==> src/rtl/gprr_pkg.sv <==
// Shared constants, types and stage records of the glyph row pixel renderer.
package gprr_pkg;

    // Glyph store geometry.
    localparam int GLYPH_ROWS  = 16;
    localparam int GLYPH_COUNT = 95;
    localparam int STORE_DEPTH = GLYPH_COUNT * GLYPH_ROWS;
    localparam int ADDR_W      = (STORE_DEPTH > 1) ? $clog2(STORE_DEPTH) : 1;

    // Largest effective screen dimension or pitch.
    localparam int MAX_DIM = 4096;
    localparam int DIM_W   = $clog2(MAX_DIM + 1);
    localparam int COORD_W = $clog2(MAX_DIM);
    localparam int PROD_W  = COORD_W + DIM_W;

    // Fixed field widths.
    localparam int CFG_W      = 13;
    localparam int OFFSET_W   = 24;
    localparam int COLOR_W    = 32;
    localparam int ROW_PIXELS = 8;
    localparam int COL_W      = 3;

    // Character codes.
    localparam logic [7:0] FIRST_CODE = 8'd32;
    localparam logic [7:0] LAST_CODE  = 8'd126;
    localparam logic [7:0] SUBST_CODE = 8'd63;

    // Operation codes.
    localparam logic OP_LOAD = 1'b0;
    localparam logic OP_DRAW = 1'b1;

    // Configuration register indexes.
    localparam logic [1:0] REG_SCREEN_WIDTH  = 2'd0;
    localparam logic [1:0] REG_SCREEN_HEIGHT = 2'd1;
    localparam logic [1:0] REG_ROW_PITCH     = 2'd2;

    // Draw item after the glyph fetch.
    typedef struct packed {
        logic signed [16:0]        y;
        logic signed [15:0]        px;
        logic [ROW_PIXELS-1:0]     bits;
        logic [COLOR_W-1:0]        fg;
        logic [COLOR_W-1:0]        bg;
        logic                      opaque;
    } fetch_t;

    // Draw item after clipping and address generation; bit c is column c.
    typedef struct packed {
        logic [OFFSET_W-1:0]       base;
        logic [ROW_PIXELS-1:0]     mask;
        logic [ROW_PIXELS-1:0]     on;
        logic [COLOR_W-1:0]        fg;
        logic [COLOR_W-1:0]        bg;
    } span_t;

endpackage

==> src/rtl/gprr_clip.sv <==
// Clip and address stages: visibility mask, row times pitch, base offset.
module gprr_clip (
    input  logic                          clk,
    input  logic                          rst_n,
    input  logic [gprr_pkg::DIM_W-1:0]    width,
    input  logic [gprr_pkg::DIM_W-1:0]    height,
    input  logic [gprr_pkg::DIM_W-1:0]    pitch,
    input  logic                          up_valid,
    input  gprr_pkg::fetch_t              up_data,
    output logic                          up_ready,
    output logic                          s3_valid,
    output gprr_pkg::span_t               s3_data,
    input  logic                          down_ready
);

    // Second stage: mask and product.
    logic                                 v2_reg;
    logic                                 v2_next;
    logic [gprr_pkg::PROD_W-1:0]          prod_reg;
    logic signed [15:0]                   px2_reg;
    logic [gprr_pkg::ROW_PIXELS-1:0]      mask2_reg;
    logic [gprr_pkg::ROW_PIXELS-1:0]      on2_reg;
    logic [gprr_pkg::COLOR_W-1:0]         fg2_reg;
    logic [gprr_pkg::COLOR_W-1:0]         bg2_reg;

    // Third stage: span record.
    logic                                 v3_reg;
    logic                                 v3_next;
    gprr_pkg::span_t                      span_reg;

    logic                                 ready2;
    logic                                 ready3;
    logic                                 row_vis;
    logic [gprr_pkg::ROW_PIXELS-1:0]      mask_c;
    logic [gprr_pkg::ROW_PIXELS-1:0]      on_c;

    assign ready3   = !v3_reg || down_ready;
    assign ready2   = !v2_reg || ready3;
    assign up_ready = ready2;

    assign row_vis = !up_data.y[16] && ({1'b0, up_data.y[15:0]} < 17'(height));

    always_comb
    begin
        logic [16:0] x;
        logic        x_ok;
        mask_c = '0;
        on_c   = '0;
        for (int c = 0; c < gprr_pkg::ROW_PIXELS; c++)
        begin
            x         = {up_data.px[15], up_data.px} + 17'(c);
            x_ok      = !x[16] && ({1'b0, x[15:0]} < 17'(width));
            on_c[c]   = up_data.bits[gprr_pkg::ROW_PIXELS - 1 - c];
            mask_c[c] = (on_c[c] || up_data.opaque) && x_ok && row_vis;
        end
    end

    assign v2_next = ready2 ? up_valid : v2_reg;
    assign v3_next = ready3 ? v2_reg : v3_reg;

    always_ff @(posedge clk)
    begin
        if (ready2 && up_valid)
        begin
            prod_reg  <= gprr_pkg::PROD_W'(up_data.y[gprr_pkg::COORD_W-1:0])
                       * gprr_pkg::PROD_W'(pitch);
            px2_reg   <= up_data.px;
            mask2_reg <= mask_c;
            on2_reg   <= on_c;
            fg2_reg   <= up_data.fg;
            bg2_reg   <= up_data.bg;
        end
        if (ready3 && v2_reg)
        begin
            span_reg.base <= gprr_pkg::OFFSET_W'(prod_reg) + gprr_pkg::OFFSET_W'(px2_reg);
            span_reg.mask <= mask2_reg;
            span_reg.on   <= on2_reg;
            span_reg.fg   <= fg2_reg;
            span_reg.bg   <= bg2_reg;
        end
    end

    always_ff @(posedge clk or negedge rst_n)
    begin
        if (!rst_n)
        begin
            v2_reg <= 1'b0;
            v3_reg <= 1'b0;
        end
        else
        begin
            v2_reg <= v2_next;
            v3_reg <= v3_next;
        end
    end

    assign s3_valid = v3_reg;
    assign s3_data  = span_reg;

endmodule

==> config.mk <==
export PLATFORM = sky130hd
export DESIGN_NAME = gprr_clip
export DESIGN_NICKNAME = d
export VERILOG_FILES = /design/src/rtl/gprr_pkg.sv /design/src/rtl/gprr_clip.sv
export SDC_FILE = /design/constraint.sdc
export NUM_CORES = 1
export LEC_CHECK = 0
export ABC_AREA = 1
export BUFFER_PORTS_ARGS = -buffer_cell sky130_fd_sc_hd__buf_2
export CAP_MARGIN = 10
export CORE_ASPECT_RATIO = 1.25
export CORE_UTILIZATION = 44
export CTS_CLUSTER_SIZE = 40
export DETAILED_ROUTE_END_ITERATION = 6
export PLACE_DENSITY = 0.61
export REMOVE_ABC_BUFFERS = 1
export SLEW_MARGIN = 20
export SYNTH_ARGS = -nofsm -noshare
export SYNTH_HDL_FRONTEND = slang
export SYNTH_SLANG_ARGS = --single-unit
==> constraint.sdc <==
create_clock -name clk -period 12.42 [get_ports clk]
set_input_delay 1.863 -clock clk [delete_from_list [all_inputs] [get_ports clk]]
set_output_delay 1.863 -clock clk [all_outputs]
set_load 0.05 [all_outputs]
==> flow_metrics.py, run 1 <==
metrics = {
    "sta": {
        "period_share_pct": 49.9,
        "setup-tns-final_ns": 0,
        "grt_setup_unrepaired": "false",
        "hold_viol": 0,
        "worst_pin_slew_ns": 1.01,
        "maxSlewViolCount": 0,
        "setup_viol": 0,
        "max_slew_margin_pct": 32.6,
        "period_needed_ns": 6.20,
        "fmax_mhz": 161,
        "clock_skew_ns": 0.00657,
    },
    "synthesis": {
        "ys_seq_area_share_pct": 37.6,
        "ys.warnings.count": 0,
        "muxShareOfSynthArea_pct": 0,
        "ys_top_cells_by_area": "edfxtp_1 37%, ha_1 14%, fa_1 12%",
        "synth-xor-area-share_pct": 4.52,
        "postSynthCellCount": 1987,
        "synth_ff_type": "edfxtp_1",
        "ys_ff_latch": 226,
        "synth_compound_area_share_pct": 4.69,
        "synth_cell_types": 38,
        "syn_area_um2": 18000,
        "yosys.area.top_type_share_pct": 37.3,
        "synth-async-reset-ratio_pct": 0.885,
        "synth_edf_count": 224,
        "synth_simple_gate_area_share_pct": 18.1,
        "synth_top_family_by_area": "adder cells",
        "synth_largest_area_cell": "edfxtp_1",
        "synth_area_per_cell_um2": 9.07,
        "synthAdderAreaFrac_pct": 25.8,
    },
    "final_layout": {
        "areaGrowthSynthToFinish_pct": 13.3,
        "diodes": 0,
        "final_layout_size_suffix_gt1_share_pct": 14.6,
        "largest_register_ffs": 104,
        "nets": 2680,
        "final_util_pct": 50.8,
    },
    "power_and_ir_drop": {
        "p_int_mw": 2.06,
        "power_density_nw_per_um2": 182,
        "swShare_pct": 44.5,
        "seqPwrFrac_pct": 29.3,
        "pwr-share-clk_pct": 16.0,
        "p_leak_nw": 10.3,
        "ir_drop_uv": 120,
        "combPwrFrac_pct": 54.7,
        "p_switching_mw": 1.65,
    },
    "clock_network": {
        "cts_setup_buffers": 0,
        "numCtsBuffers": 21,
        "cts.clk_slew.worst_paths_ns": 0.06,
        "cts_hold_buf": 0,
        "cts_buffer_depth": 3,
        "cts_resized": 0,
        "cts-root-buf": "clkbuf_16",
        "clkSinkCount": 226,
        "worstSkewPairLatency_ns": 0.49,
        "htree_levels": 1,
        "cts_tree": "yes",
    },
    "place": {
        "dp_hpwl_um": 35300,
        "io_buffer_count": 254,
        "gp_congestion": 0.924,
    },
    "floorplan": {
        "die_x_um": 183,
        "rows": 82,
        "start_util_pct": 44.8,
        "die_area_um2": 41800,
        "core_area_um2": 40200,
        "ios": 255,
        "die_y_um": 228,
    },
    "critical_path": {
        "rr_worst_depth": 2,
        "r2r-end": "s3_data[33]$_DFFE_PP_",
        "critPathKind": "input port to flip-flop",
        "worst_setup_path_end_kind": "flip-flop",
        "crit_chain": "buf_2 > nand2_1 > fa_1 > fa_1 > inv_1 > fa_1 > fa_1 > inv_1 > fa_1 > inv_1 > ha_1 > nand2_1 > nor2_1 > inv_1 > nor3_1 > nand3_1 > nand3_1 > nand2_1 > inv_1 > nor2_1",
        "crit_cells": 20,
        "cp_slowest_stage_delay_ns": 0.58,
        "critical_path_arrival_ns": 6.45,
        "reg2reg_from": "s3_valid$_DFFE_PN0P_",
        "rrSetupSlack_ns": 9.88,
        "critPathBufInv": 6,
        "start_kind": "input port",
        "cp_max_fo": 14,
        "crit_path_end": "prod_reg[21]$_DFFE_PP_",
        "path_delay_family": "adder cells",
        "crit_start": "up_data[100]",
        "crit_slowest_cell": "fa_1",
        "required_ns": 12.66,
    },
    "global_route": {
        "grt_pass1_wl_um": 70000,
        "grt_usage_pct": 21.0,
        "grt_max_degree": 75,
        "overflow": 0,
        "grt_pass1_vias": 13810,
        "antenna_found_initial": 0,
    },
    "detailed_routing": {
        "routed.top_layer": "met4",
        "wirelength_um": 43200,
        "met2_length_um": 20600,
        "drt_iter0_drc": 529,
        "wl_per_cell_um": 15.5,
        "via_count": 13604,
        "firstDrtPassIters": 5,
        "viasPerCell": 4.89,
        "wl_met1_um": 19100,
        "ant_nets": 0,
        "routed-wl-met3_um": 2350,
        "drc": 0,
    },
    "flow_run": {
        "drv_cap": 0,
    },
    "hold_path": {
        "hold_path.class": "flip-flop to flip-flop",
        "worstHoldStart": "fg2_reg[18]$_DFFE_PP_",
    },
    "run_status": {
        "outcome": "completed",
    },
}
power by group through the flow:
stage | Clock (mW) | Combinational (mW) | Sequential (mW)
3_3_place_gp | 0 | 2.01 | 1.11
2_1_floorplan | 0 | 1.32 | 1.31
3_5_place_dp | 0 | 2.04 | 1.11
4_1_cts | 0.616 | 2.05 | 1.09
6_report | 0.594 | 2.03 | 1.09
5_1_grt | 0.637 | 2.31 | 1.10
worst register-to-register path, stage by stage, from the launching register on:
cell     delay (ns)
dfrtp_1        0.43
a21oi_4        0.81
buf_4          0.86
how the worst min path moves through the flow:
stage                                        to  slack, ns  cells after the start
after floorplan            s3_data[0]$_DFFE_PP_       0.40                      0
after global placement    s3_data[62]$_DFFE_PP_       0.40                      0
after detailed placement  s3_data[40]$_DFFE_PP_       0.40                      0
after CTS                 s3_data[78]$_DFFE_PP_       0.42                      0
after global routing      s3_data[50]$_DFFE_PP_       0.42                      0
final                     s3_data[50]$_DFFE_PP_       0.41                      0
cell usage after synthesis (13+ instances only):
cell type  instances
nor2_1           140
fa_1             110
inv_1            380
o21ai_0           32
nor2_2            15
nand3_1           54
nor3_1            28
xor2_1            82
ha_1             196
edfxtp_1         224
nand2_1          505
clkbuf_1          27
a21oi_1           83
nand4_1           13
final cells by class:
| type | instances | area [µm²] |
|---|---|---|
| clock buffer | 28 | 552 |
| inverter | 387 | 1460 |
| fill | 3862 | 19800 |
| tap | 546 | 683 |
| clock inverter | 8 | 77.6 |
| multi-input combinational | 1333 | 9590 |
| timing repair buffer | 256 | 1290 |
| sequential | 226 | 6780 |
placed cells by master, fill, tap and decap left out, types with 3 or more instances in the layout:
master / synthesis / routed
o21a_1: 4 / 4
nor2_4: 7 / 7
nor2_2: 15 / 15
xor2_1: 82 / 82
nand2_1: 505 / 505
nand2_2: 3 / 3
o21ai_1: 3 / 3
nor2_1: 140 / 140
a21oi_1: 83 / 82
nand3b_1: 4 / 4
nand3_1: 54 / 54
nor3_1: 28 / 28
buf_2: 3 / 254
clkinv_1: 2 / 4
o21bai_1: 11 / 11
inv_2: 5 / 5
xnor2_1: 11 / 11
ha_1: 196 / 196
clkbuf_16: 0 / 21
o31a_1: 7 / 7
clkbuf_1: 27 / 7
fa_1: 110 / 110
nor4_1: 3 / 3
edfxtp_1: 224 / 224
o21ai_0: 32 / 32
a21boi_0: 4 / 4
inv_1: 380 / 379
nand2_4: 8 / 8
nand4_1: 13 / 13
routing by layer:
| metal | global-route usage [%] | up-vias |
|---|---|---|
| li1 | - | 6753 |
| met1 | 27.1 | 6365 |
| met2 | 36.8 | 419 |
| met3 | 1.96 | 67 |
| met4 | 6.35 | 0 |
| met5 | 0 | - |
metrics by stage:
step / setup slack, ns / hold slack, ns / total power, mW / instance area [µm²] / cells
6_report: 6.22 / 0.414 / 3.72 / 20400 / 2784
2_1_floorplan: 4.90 / 0.400 / 2.63 / 17800 / 1946
4_1_cts: 6.30 / 0.416 / 3.76 / 20400 / 2784
5_1_grt: 5.97 / 0.419 / 4.05 / 20400 / 2784
3_5_place_dp: 5.77 / 0.405 / 3.14 / 19800 / 2748
3_3_place_gp: 5.83 / 0.401 / 3.11 / 19800 / 2748
logic make-up (layout without fill, tap and decap cells):
group,after synthesis,in the layout
flip-flops,226,226
buffers and inverters,428,679
adder cells (fa/ha/maj),306,306
XOR/XNOR,93,93
AND/OR/NAND/NOR,783,783
AO/OA/AOI/OAI,151,151
(Power assumes the default switching activity.)
==> run 2, diff against run 1 <==
==> constraint.sdc (replaced) <==
create_clock -name clk -period 6 [get_ports clk]
set_input_delay 0.9 -clock clk [delete_from_list [all_inputs] [get_ports clk]]
set_output_delay 0.9 -clock clk [all_outputs]
set_load 0.05 [all_outputs]
==> flow_metrics.py, run 2 (synthesis gave the netlist of run 1 again) <==
metrics = {
    "run_status": {
        "outcome": "completed",
    },
    "floorplan": {
        "die_y_um": 228,
        "die_area_um2": 41800,
        "rows": 82,
        "core_area_um2": 40200,
        "start_util_pct": 44.8,
        "die_x_um": 183,
        "ios": 255,
    },
    "detailed_routing": {
        "via_count": 13659,
        "drc": 0,
        "wl_per_cell_um": 15.7,
        "drt_iter0_drc": 620,
        "firstDrtPassIters": 5,
        "ant_nets": 0,
        "wirelength_um": 43800,
        "viasPerCell": 4.89,
    },
    "sta": {
        "period_needed_ns": 5.22,
        "setup_viol": 0,
        "maxSlewViolCount": 0,
        "max_slew_margin_pct": 38.8,
        "worst_pin_slew_ns": 0.918,
        "period_share_pct": 87.0,
        "hold_viol": 0,
        "setup-tns-final_ns": 0,
        "grt_setup_unrepaired": "false",
        "fmax_mhz": 191,
        "layout_setup_ws_ns": 0.778,
        "clock_skew_ns": 0.0176,
    },
    "critical_path": {
        "critical_path_arrival_ns": 5.48,
        "crit_start": "pitch[0]",
        "r2r-end": "fg2_reg[7]$_DFFE_PP_",
        "crit_path_end": "prod_reg[17]$_DFFE_PP_",
        "path_delay_family": "adder cells",
        "cp_max_fo": 12,
        "crit_chain": "buf_2 > nand2_1 > fa_1 > fa_1 > inv_1 > fa_1 > fa_1 > inv_1 > fa_1 > inv_1 > ha_1 > nand2_1 > nor2_1 > inv_1 > o21ai_0 > nand2_1 > nand3_1 > nand2_1",
        "critPathBufInv": 5,
        "worst_setup_path_end_kind": "flip-flop",
        "required_ns": 6.26,
        "cp_common_cell": "fa_1",
        "reg2reg_from": "s3_valid$_DFFE_PN0P_",
        "crit_slowest_cell": "fa_1",
        "rr_worst_depth": 4,
        "start_kind": "input port",
        "rrSetupSlack_ns": 3.55,
        "crit_cells": 18,
        "cp_slowest_stage_delay_ns": 0.57,
        "critPathKind": "input port to flip-flop",
    },
    "global_route": {
        "grt_usage_pct": 20.9,
        "grt_pass1_vias": 13583,
        "overflow": 0,
        "antenna_found_initial": 1,
        "grt_pass1_wl_um": 69400,
        "grt_max_degree": 75,
    },
    "clock_network": {
        "cts.clk_slew.worst_paths_ns": 0.07,
        "cts_hold_buf": 0,
        "worstSkewPairLatency_ns": 0.50,
        "clkSinkCount": 226,
        "cts_resized": 0,
        "htree_levels": 1,
        "cts_tree": "yes",
        "numCtsBuffers": 21,
        "cts-root-buf": "clkbuf_16",
        "cts_buffer_depth": 3,
        "cts_setup_buffers": 0,
    },
    "final_layout": {
        "largest_register_ffs": 104,
        "n_fill_cell": 3912,
        "final_common_cell": "nand2_1",
        "areaGrowthSynthToFinish_pct": 13.7,
        "final_layout_size_suffix_gt1_share_pct": 15.0,
        "nets": 2688,
        "most-common-layout-cells": "505 x nand2_1, 379 x inv_1, 254 x buf_2, 224 x edfxtp_1, 196 x ha_1",
    },
    "flow_run": {
        "drv_cap": 0,
    },
    "power_and_ir_drop": {
        "power_density_nw_per_um2": 376,
        "p_switching_mw": 3.43,
        "seqPwrFrac_pct": 29.3,
        "combPwrFrac_pct": 54.7,
        "p_int_mw": 4.28,
        "swShare_pct": 44.5,
        "ir_drop_uv": 215,
        "p_leak_nw": 10.3,
        "pwr-share-clk_pct": 16.0,
    },
    "place": {
        "dp_hpwl_um": 36100,
        "io_buffer_count": 254,
        "place_ws_ns": 0.280,
        "gp_congestion": 0.916,
    },
    "hold_path": {
        "hold_path.class": "input port to async pin",
    },
}
## run 2: changes by cell type in the layout (fill, tap and decap cells not counted), sizes merged
cell      previous run  this run
buf                256       264
clkbuf              28        23
clkinv               5        10
clkinvlp             2         1
diode                0         1
inv                387       388
## run 2: power groups by stage
stage / Sequential (mW) / Combinational (mW) / Clock [mW]
after floorplan: 2.71 / 2.73 / 0
after global placement: 2.30 / 4.20 / 0
after detailed placement: 2.30 / 4.23 / 0
after CTS: 2.27 / 4.26 / 1.28
after global routing: 2.28 / 4.82 / 1.33
final: 2.26 / 4.21 / 1.23
## run 2: how the worst min path moves through the flow
stage | from | to | slack (ns) | depth (start not counted)
after floorplan | bg2_reg[0]$_DFFE_PP_ | s3_data[0]$_DFFE_PP_ | 0.40 | 0
after global placement | bg2_reg[7]$_DFFE_PP_ | s3_data[7]$_DFFE_PP_ | 0.40 | 0
after detailed placement | fg2_reg[13]$_DFFE_PP_ | s3_data[45]$_DFFE_PP_ | 0.40 | 0
after CTS | rst_n | s3_valid$_DFFE_PN0P_ | 0.15 | 1
after global routing | rst_n | s3_valid$_DFFE_PN0P_ | 0.15 | 1
final | rst_n | s3_valid$_DFFE_PN0P_ | 0.17 | 1
## run 2: worst register-to-register path, cell delays in order (launching register included)
cell     delay (ns)
dfrtp_1        0.44
nand3_1        0.15
nand2_1        0.11
inv_4          0.65
buf_4          0.72
## run 2: area by class of cell
class	instances	area, µm²	share of cell area (%)
clock buffer	23	533	2.60
timing repair buffer	264	1350	6.57
antenna	1	2.50	0.0122
multi-input combinational	1333	9590	46.8
tap	546	683	3.33
clock inverter	13	100	0.489
inverter	387	1460	7.10
sequential	226	6780	33.1
## run 2: stage by stage
step | hold WS, ns | total power [mW] | instances | instance area [µm²] | utilization [%]
after floorplan | 0.400 | 5.45 | 1946 | 17800 | -
after global placement | 0.401 | 6.50 | 2756 | 19800 | 49.4
after detailed placement | 0.405 | 6.53 | 2756 | 19800 | 49.4
after CTS | 0.145 | 7.80 | 2792 | 20500 | 50.9
after global routing | 0.147 | 8.43 | 2793 | 20500 | 50.9
final | 0.173 | 7.71 | 2793 | 20500 | 50.9
## run 2: layer usage
layer / track usage, % / vias to the layer above / wire (µm)
li1: - / 6767 / -
met1: 26.7 / 6395 / 19100
met2: 36.6 / 427 / 20900
met3: 2.38 / 70 / 2560
met4: 6.88 / 0 / 1180
met5: 0 / - / 0
==> run 3, diff against run 2 <==
--- a/config.mk
+++ b/config.mk
@@ -13,6 +13,7 @@
 export CTS_CLUSTER_SIZE = 40
 export DETAILED_ROUTE_END_ITERATION = 6
 export PLACE_DENSITY = 0.61
+export RECOVER_POWER = 50
 export REMOVE_ABC_BUFFERS = 1
 export SLEW_MARGIN = 20
 export SYNTH_ARGS = -nofsm -noshare
==> constraint.sdc (replaced) <==
create_clock -name clk -period 6 [get_ports clk]
set_input_delay 0 -clock clk [delete_from_list [all_inputs] [get_ports clk]]
set_output_delay 0 -clock clk [all_outputs]
set_load 0.05 [all_outputs]
==> flow_metrics.py, run 3 (synthesis gave the netlist of run 1 again) <==
metrics = {
    "run_status": {
        "outcome": "completed",
    },
    "place": {
        "io_buffer_count": 254,
        "place_ws_ns": 1.12,
        "place_area_um2": 19800,
        "dp_hpwl_um": 35800,
        "dp.cells": 2749,
        "gp_congestion": 0.921,
    },
    "final_layout": {
        "n_fill_cell": 3839,
        "final_common_cell": "nand2_1",
        "final_layout_size_suffix_gt1_share_pct": 8.19,
        "largest_register_ffs": 104,
        "instances_no_fill": 2877,
        "nets": 2774,
        "design_area_um2": 21200,
        "areaGrowthSynthToFinish_pct": 17.5,
        "final_util_pct": 52.7,
        "ff_latch_area_um2": 6780,
        "multiInputGateArea_um2": 9590,
        "diodes": 0,
        "most-common-layout-cells": "505 x nand2_1, 379 x inv_1, 224 x edfxtp_1, 196 x ha_1, 140 x nor2_1",
    },
    "floorplan": {
        "core_area_um2": 40200,
        "die_y_um": 228,
        "start_util_pct": 44.8,
        "die_x_um": 183,
        "die_area_um2": 41800,
        "ios": 255,
        "rows": 82,
    },
    "detailed_routing": {
        "drc": 0,
        "wirelength_um": 45300,
        "firstDrtPassIters": 5,
        "via_count": 13966,
        "viasPerCell": 4.85,
        "drt_iter0_drc": 629,
        "ant_nets": 0,
        "wl_per_cell_um": 15.7,
    },
    "sta": {
        "hold_viol": 0,
        "layout_setup_ws_ns": 1.65,
        "setup_viol": 0,
        "period_needed_ns": 4.35,
        "worst_pin_slew_ns": 1.01,
        "maxSlewViolCount": 0,
        "max_slew_margin_pct": 32.4,
        "setup-tns-final_ns": 0,
        "grt_setup_unrepaired": "false",
        "fmax_mhz": 230,
        "clock_skew_ns": 0.0102,
        "period_share_pct": 72.6,
    },
    "global_route": {
        "grt_pass1_vias": 14015,
        "grt_usage_pct": 21.5,
        "grt_pass1_wl_um": 71500,
        "grt_max_degree": 62,
        "antenna_found_initial": 0,
        "overflow": 0,
    },
    "power_and_ir_drop": {
        "power_density_nw_per_um2": 361,
        "p_leak_nw": 10.3,
        "ir_drop_uv": 217,
    },
    "hold_path": {
        "hold_path.class": "input port to flip-flop",
    },
    "clock_network": {
        "clkSinkCount": 226,
        "cts_setup_buffers": 0,
        "htree_levels": 1,
        "numCtsBuffers": 20,
        "cts_tree": "yes",
        "worstSkewPairLatency_ns": 0.49,
        "cts-root-buf": "clkbuf_16",
        "cts_buffer_depth": 3,
        "cts.clk_slew.worst_paths_ns": 0.07,
    },
    "critical_path": {
        "critPathKind": "input port to flip-flop",
        "worst_setup_path_end_kind": "flip-flop",
        "critical_path_arrival_ns": 4.60,
        "start_kind": "input port",
        "cp_max_fo": 14,
        "required_ns": 6.24,
    },
    "flow_run": {
        "drv_cap": 0,
    },
}
run 3: cell types whose count changed in the layout (fill, tap and decap cells not counted), sizes merged:
cell and delta:
clkinv -1, inv -3, dlygate4sd3 +94, buf -142, clkbuf +137, diode -1
run 3: area by class of cell:
| class | instances | share of cell area (%) |
|---|---|---|
| flip-flops and latches | 226 | 32.0 |
| clock buffers | 25 | 2.55 |
| clock inverters | 9 | 0.319 |
| repair buffers | 351 | 9.75 |
| well taps | 546 | 3.23 |
| multi-input cells | 1333 | 45.3 |
| inverters | 387 | 6.87 |
run 3: where the power goes:
group          total, mW  leakage, nW  switching [mW]  internal, mW
clock network       1.21        0.296           0.525         0.680
logic               4.18         7.80            2.79          1.39
registers           2.26         2.18          0.0810          2.18
total               7.65         10.3            3.39          4.25
run 3: worst max-delay path: stages:
cell	delay [ns]
buf_2	0.28
nand2_1	0.13
fa_1	0.55
inv_1	0.05
fa_1	0.46
fa_1	0.53
fa_1	0.54
inv_1	0.05
fa_1	0.53
inv_1	0.04
ha_1	0.35
nand2_1	0.14
nor2_1	0.15
nand4_1	0.10
o211ai_1	0.40
nand2_1	0.14
nand3_1	0.10
nand2_1	0.05
run 3: layer usage:
layer	wire length, µm	share of wire, %	up-vias	track usage, %
met2	22000	49	454	38.3
met4	1010	2.2	0	6.15
li1	-	-	6947	-
met5	0	0	-	0
met3	2830	6.3	56	2.46
met1	19400	43	6509	27.1
run 3: stage by stage:
stage / power [mW] / hold slack [ns]
floorplan: 5.45 / -0.296
global placement: 6.46 / -0.214
detailed placement: 6.49 / -0.212
CTS: 7.77 / 0.0523
global route: 8.33 / 0.105
finish: 7.65 / 0.0778
run 3: timing repair:
item,CTS,global route
endpoints found under the hold margin,93,0
gates resized for setup,0,0
hold buffers,94,0
run 3: path summary, 6_finish.rpt:
check                                      from                endpoint  slack [ns]  depth (start not counted)
hold reg to reg            bg2_reg[8]$_DFFE_PP_    s3_data[8]$_DFFE_PP_        0.41                          0
min in group asynchronous                 rst_n      v2_reg$_DFFE_PN0N_        0.41                          3
setup reg to reg           s3_valid$_DFFE_PN0P_   bg2_reg[14]$_DFFE_PP_        3.58                          4
max in group asynchronous                 rst_n    s3_valid$_DFFE_PN0P_        5.47                          3
setup / recovery                    up_data[97]  prod_reg[18]$_DFFE_PP_        1.65                         18
hold / removal                         pitch[0]   prod_reg[0]$_DFFE_PP_        0.08                          3
